File: config.mk
export PLATFORM = sky130hd
export DESIGN_NAME = aabb_overlap_penetration_top
export DESIGN_NICKNAME = d
export VERILOG_FILES = /design/src/hw/rtl/aabb_ovp_pkg.sv /design/src/hw/rtl/aabb_ovp_half.sv /design/src/hw/rtl/aabb_overlap_penetration_top.sv
export SDC_FILE = /design/constraint.sdc
export NUM_CORES = 2
export LEC_CHECK = 0
export ABC_AREA = 0
export BUFFER_PORTS_ARGS = -buffer_cell sky130_fd_sc_hd__buf_4
export CAP_MARGIN = 30
export CORE_MARGIN = 2
export CORE_UTILIZATION = 48
export CTS_BUF_LIST = sky130_fd_sc_hd__clkbuf_4
export CTS_CLUSTER_DIAMETER = 100
export DETAILED_ROUTE_END_ITERATION = 8
export GPL_TIMING_DRIVEN = 1
export PLACE_DENSITY_LB_ADDON = 0.05
export SYNTH_ARGS = -nofsm -noshare
export SYNTH_HDL_FRONTEND = slang
export SYNTH_SLANG_ARGS = --single-unit
File: constraint.sdc
create_clock -name clk -period 13.55 [get_ports clk]
set_input_delay 0.6775 -clock clk [delete_from_list [all_inputs] [get_ports clk]]
set_output_delay 0.6775 -clock clk [all_outputs]
set_load 0.01 [all_outputs]
File: src/hw/rtl/aabb_ovp_pkg.sv
package aabb_ovp_pkg;

    // Default coordinate width: signed Q12.12 centers
    localparam int COORD_BITS_DEF = 24;

    // 0.9999 in Q0.16, rounded to nearest
    localparam logic [15:0] SHRINK_Q16 = 16'd65529;

    // Half of the full size plus the Q0.16 scale
    localparam int SHRINK_SHIFT = 17;

    // Side of box A that is touched
    typedef enum logic [1:0] {
        SIDE_RIGHT  = 2'd0,
        SIDE_LEFT   = 2'd1,
        SIDE_TOP    = 2'd2,
        SIDE_BOTTOM = 2'd3
    } side_t;

endpackage

File: src/hw/rtl/aabb_ovp_half.sv
module aabb_ovp_half #(
    parameter int COORD_BITS = aabb_ovp_pkg::COORD_BITS_DEF
) (
    input  logic [COORD_BITS-2:0] size,
    output logic [COORD_BITS-3:0] half
);
    import aabb_ovp_pkg::*;

    localparam int ProdBits = COORD_BITS - 1 + 16;

    logic [ProdBits-1:0] prod;

    // Scale the full size by 0.9999 and halve, truncating
    assign prod = ProdBits'(size) * ProdBits'(SHRINK_Q16);
    assign half = prod[ProdBits-1:SHRINK_SHIFT];

endmodule

File: src/hw/rtl/aabb_overlap_penetration_top.sv
// Channel  | Direction | Handshake          | Beat contents
// ---------+-----------+--------------------+-------------------------------------------
// input    | in        | in_valid/in_stall  | two boxes: center, full size, enable each
// result   | out       | out_valid/out_stall| hit, contact side, two contact points, push
//
// A beat is accepted every cycle while in_stall is low; its result passes through the input
// register, the shrink-multiply register and the result register before it is presented.
// Each of the three stages advances on its own, so a held result does not stop input
// beats until all three stages are full; in_stall then follows out_stall.
// rst_n clears the stage valid bits only; payload registers are not reset.
module aabb_overlap_penetration_top #(
    parameter int COORD_BITS = aabb_ovp_pkg::COORD_BITS_DEF
) (
    input  logic                         clk,
    input  logic                         rst_n,

    input  logic                         in_valid,
    output logic                         in_stall,
    input  logic signed [COORD_BITS-1:0] first_center_x,
    input  logic signed [COORD_BITS-1:0] first_center_y,
    input  logic        [COORD_BITS-2:0] first_width,
    input  logic        [COORD_BITS-2:0] first_height,
    input  logic                         first_enabled,
    input  logic signed [COORD_BITS-1:0] second_center_x,
    input  logic signed [COORD_BITS-1:0] second_center_y,
    input  logic        [COORD_BITS-2:0] second_width,
    input  logic        [COORD_BITS-2:0] second_height,
    input  logic                         second_enabled,

    output logic                         out_valid,
    input  logic                         out_stall,
    output logic                         hit,
    output logic        [1:0]            contact_side,
    output logic signed [COORD_BITS+1:0] first_contact_x,
    output logic signed [COORD_BITS+1:0] first_contact_y,
    output logic signed [COORD_BITS+1:0] second_contact_x,
    output logic signed [COORD_BITS+1:0] second_contact_y,
    output logic signed [COORD_BITS+1:0] push_x,
    output logic signed [COORD_BITS+1:0] push_y
);
    import aabb_ovp_pkg::*;

    localparam int W  = COORD_BITS + 2;
    localparam int HB = COORD_BITS - 2;

    // Stage valid bits and ready chain
    logic v1_reg, v2_reg, v3_reg;
    logic rdy1, rdy2, rdy3;

    assign rdy3     = !v3_reg || !out_stall;
    assign rdy2     = !v2_reg || rdy3;
    assign rdy1     = !v1_reg || rdy2;
    assign in_stall = !rdy1;

    always_ff @(posedge clk or negedge rst_n)
    begin
        if (!rst_n)
        begin
            v1_reg <= 1'b0;
            v2_reg <= 1'b0;
            v3_reg <= 1'b0;
        end
        else
        begin
            if (rdy1)
                v1_reg <= in_valid;
            if (rdy2)
                v2_reg <= v1_reg;
            if (rdy3)
                v3_reg <= v2_reg;
        end
    end

    // Stage 1: capture the input beat
    logic signed [COORD_BITS-1:0] ax1_reg, ay1_reg, bx1_reg, by1_reg;
    logic        [COORD_BITS-2:0] aw1_reg, ah1_reg, bw1_reg, bh1_reg;
    logic                         en1_reg;

    always_ff @(posedge clk)
    begin
        if (rdy1)
        begin
            ax1_reg <= first_center_x;
            ay1_reg <= first_center_y;
            aw1_reg <= first_width;
            ah1_reg <= first_height;
            bx1_reg <= second_center_x;
            by1_reg <= second_center_y;
            bw1_reg <= second_width;
            bh1_reg <= second_height;
            en1_reg <= first_enabled && second_enabled;
        end
    end

    // Shrunk half-sizes
    logic [HB-1:0] ahw_next, ahh_next, bhw_next, bhh_next;

    aabb_ovp_half #(.COORD_BITS(COORD_BITS)) u_half_aw (.size(aw1_reg), .half(ahw_next));
    aabb_ovp_half #(.COORD_BITS(COORD_BITS)) u_half_ah (.size(ah1_reg), .half(ahh_next));
    aabb_ovp_half #(.COORD_BITS(COORD_BITS)) u_half_bw (.size(bw1_reg), .half(bhw_next));
    aabb_ovp_half #(.COORD_BITS(COORD_BITS)) u_half_bh (.size(bh1_reg), .half(bhh_next));

    // Stage 2: hold centers and halves
    logic signed [COORD_BITS-1:0] ax2_reg, ay2_reg, bx2_reg, by2_reg;
    logic        [HB-1:0]         ahw_reg, ahh_reg, bhw_reg, bhh_reg;
    logic                         en2_reg;

    always_ff @(posedge clk)
    begin
        if (rdy2)
        begin
            ax2_reg <= ax1_reg;
            ay2_reg <= ay1_reg;
            bx2_reg <= bx1_reg;
            by2_reg <= by1_reg;
            ahw_reg <= ahw_next;
            ahh_reg <= ahh_next;
            bhw_reg <= bhw_next;
            bhh_reg <= bhh_next;
            en2_reg <= en1_reg;
        end
    end

    // Corners, edge depths, overlap test
    logic signed [W-1:0] ax_e, ay_e, bx_e, by_e;
    logic signed [W-1:0] a_l, a_r, a_b, a_t, b_l, b_r, b_b, b_t;
    logic signed [W-1:0] d_right, d_left, d_top, d_bottom;
    logic        [W-2:0] m_right, m_left, m_top, m_bottom;
    logic                ov_x, ov_y, hit_c;

    assign ax_e = {{2{ax2_reg[COORD_BITS-1]}}, ax2_reg};
    assign ay_e = {{2{ay2_reg[COORD_BITS-1]}}, ay2_reg};
    assign bx_e = {{2{bx2_reg[COORD_BITS-1]}}, bx2_reg};
    assign by_e = {{2{by2_reg[COORD_BITS-1]}}, by2_reg};

    assign a_l = ax_e - $signed({4'b0, ahw_reg});
    assign a_r = ax_e + $signed({4'b0, ahw_reg});
    assign a_b = ay_e - $signed({4'b0, ahh_reg});
    assign a_t = ay_e + $signed({4'b0, ahh_reg});
    assign b_l = bx_e - $signed({4'b0, bhw_reg});
    assign b_r = bx_e + $signed({4'b0, bhw_reg});
    assign b_b = by_e - $signed({4'b0, bhh_reg});
    assign b_t = by_e + $signed({4'b0, bhh_reg});

    assign d_right  = a_r - b_l;
    assign d_left   = a_l - b_r;
    assign d_top    = a_t - b_b;
    assign d_bottom = a_b - b_t;

    // Magnitudes stay below 2^(COORD_BITS+1)
    assign m_right  = d_right[W-1]  ? (W-1)'(-d_right)  : d_right[W-2:0];
    assign m_left   = d_left[W-1]   ? (W-1)'(-d_left)   : d_left[W-2:0];
    assign m_top    = d_top[W-1]    ? (W-1)'(-d_top)    : d_top[W-2:0];
    assign m_bottom = d_bottom[W-1] ? (W-1)'(-d_bottom) : d_bottom[W-2:0];

    assign ov_x  = d_right[W-1] != d_left[W-1];
    assign ov_y  = d_top[W-1] != d_bottom[W-1];
    assign hit_c = en2_reg && ov_x && ov_y;

    // Pick the shallowest side; ties keep the lower code
    side_t         side_c;
    logic [W-2:0]  min_c;

    always_comb
    begin
        side_c = SIDE_RIGHT;
        min_c  = m_right;
        if (m_left < min_c)
        begin
            side_c = SIDE_LEFT;
            min_c  = m_left;
        end
        if (m_top < min_c)
        begin
            side_c = SIDE_TOP;
            min_c  = m_top;
        end
        if (m_bottom < min_c)
        begin
            side_c = SIDE_BOTTOM;
            min_c  = m_bottom;
        end
    end

    // Result fields by side; all zero on a miss
    logic                hit_next;
    logic [1:0]          side_next;
    logic signed [W-1:0] pax_next, pay_next, pbx_next, pby_next, dx_next, dy_next;

    always_comb
    begin
        hit_next  = hit_c;
        side_next = 2'b00;
        pax_next  = '0;
        pay_next  = '0;
        pbx_next  = '0;
        pby_next  = '0;
        dx_next   = '0;
        dy_next   = '0;
        if (hit_c)
        begin
            side_next = side_c;
            case (side_c)
                SIDE_RIGHT:
                begin
                    pax_next = a_r;
                    pay_next = ay_e;
                    pbx_next = b_l;
                    pby_next = by_e;
                    dx_next  = -$signed({1'b0, min_c});
                end
                SIDE_LEFT:
                begin
                    pax_next = a_l;
                    pay_next = ay_e;
                    pbx_next = b_r;
                    pby_next = by_e;
                    dx_next  = $signed({1'b0, min_c});
                end
                SIDE_TOP:
                begin
                    pax_next = ax_e;
                    pay_next = a_t;
                    pbx_next = bx_e;
                    pby_next = b_b;
                    dy_next  = -$signed({1'b0, min_c});
                end
                default:
                begin
                    pax_next = ax_e;
                    pay_next = a_b;
                    pbx_next = bx_e;
                    pby_next = b_t;
                    dy_next  = $signed({1'b0, min_c});
                end
            endcase
        end
    end

    // Stage 3: result register, held while stalled
    logic                hit_reg;
    logic [1:0]          side_reg;
    logic signed [W-1:0] pax_reg, pay_reg, pbx_reg, pby_reg, dx_reg, dy_reg;

    always_ff @(posedge clk)
    begin
        if (rdy3)
        begin
            hit_reg  <= hit_next;
            side_reg <= side_next;
            pax_reg  <= pax_next;
            pay_reg  <= pay_next;
            pbx_reg  <= pbx_next;
            pby_reg  <= pby_next;
            dx_reg   <= dx_next;
            dy_reg   <= dy_next;
        end
    end

    assign out_valid        = v3_reg;
    assign hit              = hit_reg;
    assign contact_side     = side_reg;
    assign first_contact_x  = pax_reg;
    assign first_contact_y  = pay_reg;
    assign second_contact_x = pbx_reg;
    assign second_contact_y = pby_reg;
    assign push_x           = dx_reg;
    assign push_y           = dy_reg;

    // A miss carries a zero side, zero push and zero first_contact_x and second_contact_y
    a_miss_zero: assert property (@(posedge clk) disable iff (!rst_n)
        out_valid && !hit |-> contact_side == 2'b00 && push_x == '0 && push_y == '0
            && first_contact_x == '0 && second_contact_y == '0)
        else $error("miss result not cleared");

    // Horizontal sides push only along x
    a_push_axis: assert property (@(posedge clk) disable iff (!rst_n)
        out_valid && hit && (contact_side == SIDE_RIGHT || contact_side == SIDE_LEFT)
            |-> push_y == '0)
        else $error("horizontal contact with vertical push");

    // Right contact pushes A toward negative x
    a_push_sign: assert property (@(posedge clk) disable iff (!rst_n)
        out_valid && hit && contact_side == SIDE_RIGHT |-> push_x <= 0)
        else $error("right contact push has wrong sign");

    // Input backs up only when every stage is full
    a_stall_full: assert property (@(posedge clk) disable iff (!rst_n)
        in_stall |-> v1_reg && v2_reg && v3_reg && out_stall)
        else $error("input stalled with a free stage");

endmodule

== Yosys cells after proc, flatten, opt, wreduce, memory -nomap -nowiden ==
Index checks and enable logic that the tools add are counted.

* Add/sub/neg operators: 17
* Reductions and logical operators: 13
* Multiplexer cells: 16
* Multiply operators: 4
* Eq/ne operators: 4
* $lt $le $gt $ge: 3

{| class="wikitable"
|+ Operators with widths
! cell !! count
|-
| $pmux W26 S2 || 6
|-
| $mux W25 || 7
|-
| $mul A23 B16 Y39 const B || 4
|-
| $sub A25 B25 Y26 || 4
|-
| $add A24 B23 Y25 || 4
|-
| $neg A25 Y25 || 4
|-
| $sub A24 B23 Y25 || 4
|-
| $lt A25 B25 Y1 || 3
|-
| $neg A25 Y26 || 1
|-
| $logic_not A1 Y1 || 5
|-
| $mux W2 || 2
|-
| $logic_and A1 B1 Y1 || 3
|-
| $logic_or A1 B1 Y1 || 3
|-
| $eq A2 B1 Y1 const B || 1
|-
| $eq A2 B2 Y1 const B || 1
|-
| $logic_not A2 Y1 || 1
|-
| $ne A1 B1 Y1 || 2
|-
| $reduce_or A2 Y1 || 1
|-
| $mux W1 || 1
|}

* Word-level logic and storage cells: 86
* Input bits: 194
* Register bits: 536
* Output and inout port bits: 161

== Logic depth before layout (Yosys ltp) ==
* Depth in word-level cells: 13
* Gate-level depth with buffers: 91
* Mapped depth without buffers: 82

== Hierarchy ==
From an unflattened synthesis, not the netlist that was laid out.

* Cells, all modules: 6,689
* Area, all modules: 66,261.0 um^2

{| class="wikitable"
|+ Modules (own cells, without submodules)
! module !! seq. area each (um^2) !! cells each !! instances !! area an instance (um^2)
|-
| aabb_overlap_penetration_top || 15,960.3 || 3,907 || 1 || 38,091.5
|-
| aabb_ovp_half (u_half_bh ...) || 0.0 || 698 || 2 || 7,054.3
|-
| aabb_ovp_half (u_half_aw) || 0.0 || 710 || 1 || 7,143.1
|-
| aabb_ovp_half (u_half_ah) || 0.0 || 676 || 1 || 6,917.9
|}

== Least setup slack after synthesis ==
No wires, ideal clock.

* Path kind: register to register
* Start: register bx2_reg[0]
* End: register dy_reg[20], in the netlist push_y[20], data pin
* Path buffers: 14
* Arrival time: 14.561 ns
* Library setup time: 0.256 ns
* Required time: 13.294 ns
* Slack: -1.267 ns
* Period minus slack after synthesis: 14.817 ns
* Cell stages (with the launch flop): 83
* Cell sequence: edfxtp_1 > inv_1 > ha_1 > fa_1 > nand2b_1 > a21o_1 > and2_1 > o21bai_1 > a21oi_1 > xnor2_1 > ha_1 > or4_1 > o21ai_0 > a22oi_1 > o21ai_1 > o221a_2 > a31oi_2 > or2_1 > [47 not listed] > o21ai_0 > nand2b_1 > a21oi_1 > nand2_1 > a2111oi_2 > a311o_1 > buf_2 > nand2_1 > buf_2 > buf_2 > o21ai_0 > ha_1 > inv_1 > a221oi_2 > buf_2 > nand3_1 > xor2_1 > a22o_1

* Cells in the longest elaborated chain, start to end: 13
* Elaborated cells on any way between the ends: 26
* Classes of those cells: add/sub (7); order compare (3); eq/ne (3); mux (9); reduce/logical (4)

{| class="wikitable"
|+ Ends and longest elaborated chain
! item !! line !! RTL
|-
| start, declared || aabb_overlap_penetration_top.sv:104 || <nowiki>logic signed [COORD_BITS-1:0] ax2_reg, ay2_reg, bx2_reg, by2_reg;</nowiki>
|-
| start signal, assigned || aabb_overlap_penetration_top.sv:114 || <nowiki>bx2_reg <= bx1_reg;</nowiki>
|-
| branches (longest 13 deep; another with $sub A25 B25 Y26) || -- ||
|-
| end signal, assigned || aabb_overlap_penetration_top.sv:256 || <nowiki>dy_reg <= dy_next;</nowiki>
|-
| end, declared || aabb_overlap_penetration_top.sv:243 || <nowiki>logic signed [W-1:0] pax_reg, pay_reg, pbx_reg, pby_reg, dx_reg, dy_reg;</nowiki>
|}

Several ways; the timed one is not identified.
A chain may end at the register's enable or synchronous reset.

== Worst setup path after layout ==
* Start: register bx2_reg[1]
* End: register dx_reg[22], in the netlist push_x[22], data pin

* Cells in the longest elaborated chain, start to end: 12
* Elaborated cells on any way between the ends: 24
* Classes of those cells: add/sub (7); order compare (3); eq/ne (2); mux (9); reduce/logical (3)

{| class="wikitable"
|+ Ends and longest elaborated chain
! item !! line !! RTL
|-
| $add A24 B23 Y25 / $sub A24 B23 Y25 (equally long branches) || aabb_overlap_penetration_top.sv:141, aabb_overlap_penetration_top.sv:140 ||
|-
| $sub A25 B25 Y26 (on tied branches) || aabb_overlap_penetration_top.sv:146, aabb_overlap_penetration_top.sv:145 ||
|-
| $neg A25 Y25 (on tied branches) || aabb_overlap_penetration_top.sv:152, aabb_overlap_penetration_top.sv:151 ||
|-
| $mux W25 (on tied branches) || aabb_overlap_penetration_top.sv:152, aabb_overlap_penetration_top.sv:151 ||
|-
| $lt A25 B25 Y1 || aabb_overlap_penetration_top.sv:168 || <nowiki>if (m_left < min_c)</nowiki>
|-
| $mux W25 || aabb_overlap_penetration_top.sv:168 ||
|-
| $lt A25 B25 Y1 || aabb_overlap_penetration_top.sv:173 || <nowiki>if (m_top < min_c)</nowiki>
|-
| $mux W25 || aabb_overlap_penetration_top.sv:173 ||
|-
| $lt A25 B25 Y1 || aabb_overlap_penetration_top.sv:178 || <nowiki>if (m_bottom < min_c)</nowiki>
|-
| $mux W25 / $mux W2 (equally long branches) || aabb_overlap_penetration_top.sv:178 ||
|-
| $neg A25 Y26 (tied with other cells) || aabb_overlap_penetration_top.sv:210 || <nowiki>dx_next = -$signed({1'b0, min_c});</nowiki>
|-
| $pmux W26 S2 || aabb_overlap_penetration_top.sv:203 || <nowiki>case (side_c)</nowiki>
|-
| end signal, assigned || aabb_overlap_penetration_top.sv:255 || <nowiki>dx_reg <= dx_next;</nowiki>
|-
| end, declared || aabb_overlap_penetration_top.sv:243 ||
|}

Parallel ways exist; a longest one is shown, timed or not.

==> flow_summary.toml <==
[synth]
ys_seq_area_frac = 0.251
synth-edff-count = 529
yosysWarnings = 0
syn_area_mm2 = 0.0635
syn_inst = 6221
synth_nets = 7924
synth_area_per_cell_um2 = 10.2
synth_cell_types = 116
ys_ff_latch = 532
synth_flop_cell = "edfxtp_1"
async_flop_share = 0.00564

[worst_hold_path]
min_path_type = "in -> reg"
holdPathStages = 2

[cts]
clk_pin_slew_worst_paths_ps = 70
numCtsBuffers = 154
cts.sinks = 532
cts_tree = "yes"
clock_latency_ps = 1180
htree_levels = 4
cts.path.max_buffers = 3
root_buffer = "clkbuf_4"

[final_layout]
final_common_cell = "inv_1"
utilization = 0.587
fillCellCount = 11580
register_area_mm2 = 0.0160
multi_input_area_mm2 = 0.0440
area_growth_pct = 21.6
fin_nets = 9010
drive_gt1_frac = 0.186
final_cell_mix = "inv_1 (1,048), buf_4 (826), ha_1 (761), fa_1 (742), edfxtp_1 (529)"

[global_routing]
track_usage = 0.270
grt_max_degree = 83
grt_overflow = 0
antenna_found_initial = 9
grt_pass1_vias = 49427
grt_pass1_wl_um = 281000

[timing]
post-route-period-util = 0.975
slew_headroom = 0.282
rsz0062_at_grt = "yes"
max_freq_ghz = 0.0757
whs_ps = 207
hold_viol = 0
slew_violations = 0
tightest_slew_ps = 1070
clock-skew-final_ps = 105
setup_viol = 0
finalCriticalPeriod_ps = 13220

[die]
rows = 133
core_mm2 = 0.131
start_util = 0.483
fp.dieH_um = 368
ios = 355
die-area_mm2 = 0.135
die_x_um = 368

[worst_setup_path]
required_ps = 14430
r2r_cells = 74
r2r_start = "bx2_reg[1]"
worst-path-max-fanout = 6
worstSetupPathType = "reg -> reg"
critical_path.startpoint = "bx2_reg[1]"
start_kind = "flop"
r2r_slack_ps = 330
reg2reg_to = "push_x[22]"
slowest_stage = "or4_1"
cp_slowest_stage_delay_ps = 450
arrival_ps = 14100
worst_setup_path_end_kind = "flop"
crit_end = "push_x[22]"

[drt]
vias = 48405
drc = 0
drt_iter0_drc = 2795
finalWirelength_um = 184000
vias_per_cell = 5.27
antenna_left = 0
wl_per_cell_um = 20.0
dr.pass1.iters = 6

[flow_run]
max_cap_viol_count = 0

[place]
dp_hpwl_um = 152000
portBuffers = 354
gp_congestion = 0.952

[status]
status = "finished clean"
## Yosys cell counts (89+ instances only)
| cell type | number | area [um^2] |
|---|---|---|
| fa_1 | 744 | 14900 |
| edfxtp_1 | 529 | 15900 |
| nor3_1 | 133 | 666 |
| a21oi_1 | 340 | 1700 |
| nand2_1 | 269 | 1010 |
| a21o_1 | 100 | 751 |
| xor2_1 | 97 | 850 |
| xnor2_1 | 327 | 2860 |
| nand3_1 | 89 | 445 |
| ha_1 | 765 | 9570 |
| nor2_1 | 455 | 1710 |
| o21ai_0 | 205 | 1030 |
| clkbuf_1 | 96 | 360 |
| inv_1 | 1051 | 3950 |
## worst min path at each step
stage                                   start     endpoint
final                     second_center_x[16]  bx1_reg[16]
after global routing       first_center_x[16]  ax1_reg[16]
after CTS                  first_center_x[16]  ax1_reg[16]
after detailed placement          ay1_reg[19]  ay2_reg[19]
after global placement            by1_reg[18]  by2_reg[18]
after floorplan                         rst_n    out_valid
## critical path, delay by kind of cell, from the launching register on
kind                       cells  cell delay [ps]
buffers and inverters         10             1330
and+or+nand+nor               25             3010
xor gates and xnor gates       3              600
AOI/OAI and AO/OA             27             4830
DFF                            1              410
adders and majority gates      7             2100
muxes                          2              600
## cell type report
| type | instances | share of cell area |
|---|---|---|
| repair buffers | 1071 | 0.117 |
| clock inverters | 73 | 0.00684 |
| clock buffers | 200 | 0.0194 |
| well taps | 1755 | 0.0284 |
| flip-flops and latches | 532 | 0.207 |
| multi-input cells | 4491 | 0.570 |
| diodes | 11 | 0.000357 |
| inverters | 1057 | 0.0514 |
## cell families after synthesis
| group | after synthesis | share of synthesized area |
|---|---|---|
| adder cells (fa/ha/maj) | 1517 | 0.387 |
| AND/OR/NAND/NOR | 1323 | 0.0997 |
| buffers and inverters | 1198 | 0.0719 |
| AO/OA/AOI/OAI | 1186 | 0.125 |
| flip-flops | 532 | 0.251 |
| XOR/XNOR | 428 | 0.0597 |
| multiplexers | 37 | 0.00597 |
## routing by layer
metal,share of wire,up-vias,global-route usage
li1,-,23399,-
met1,0.47,23625,0.389
met4,0.022,0,0.0648
met2,0.46,1167,0.431
met5,0,-,0
met3,0.049,214,0.0375
## per-stage QoR
step / setup slack, ps / area, um^2 / TNS (ps) / instances
final: 333 / 77200 / 0 / 9190
after global routing: -525 / 77200 / -21920 / 9188
after CTS: -25.3 / 75700 / -38.9 / 9125
after detailed placement: -331 / 71600 / -6660 / 8656
after global placement: -21.0 / 71600 / -21.0 / 8656
after floorplan: 16.2 / 63700 / 0 / 6221
## repair_timing
item | CTS | global route
endpoints found under the hold margin | 198 | 0
setup endpoints to repair | 44 | 154
buffers inserted | 2 | 43
hold buffers | 194 | 0
gates resized for setup | 23 | 223
cloned | 0 | 10
pin swaps | 7 | 137
Power is left out: the tool's default activity adds up to more than one toggle a clock period on the data nets, which glitch-free logic cannot reach.
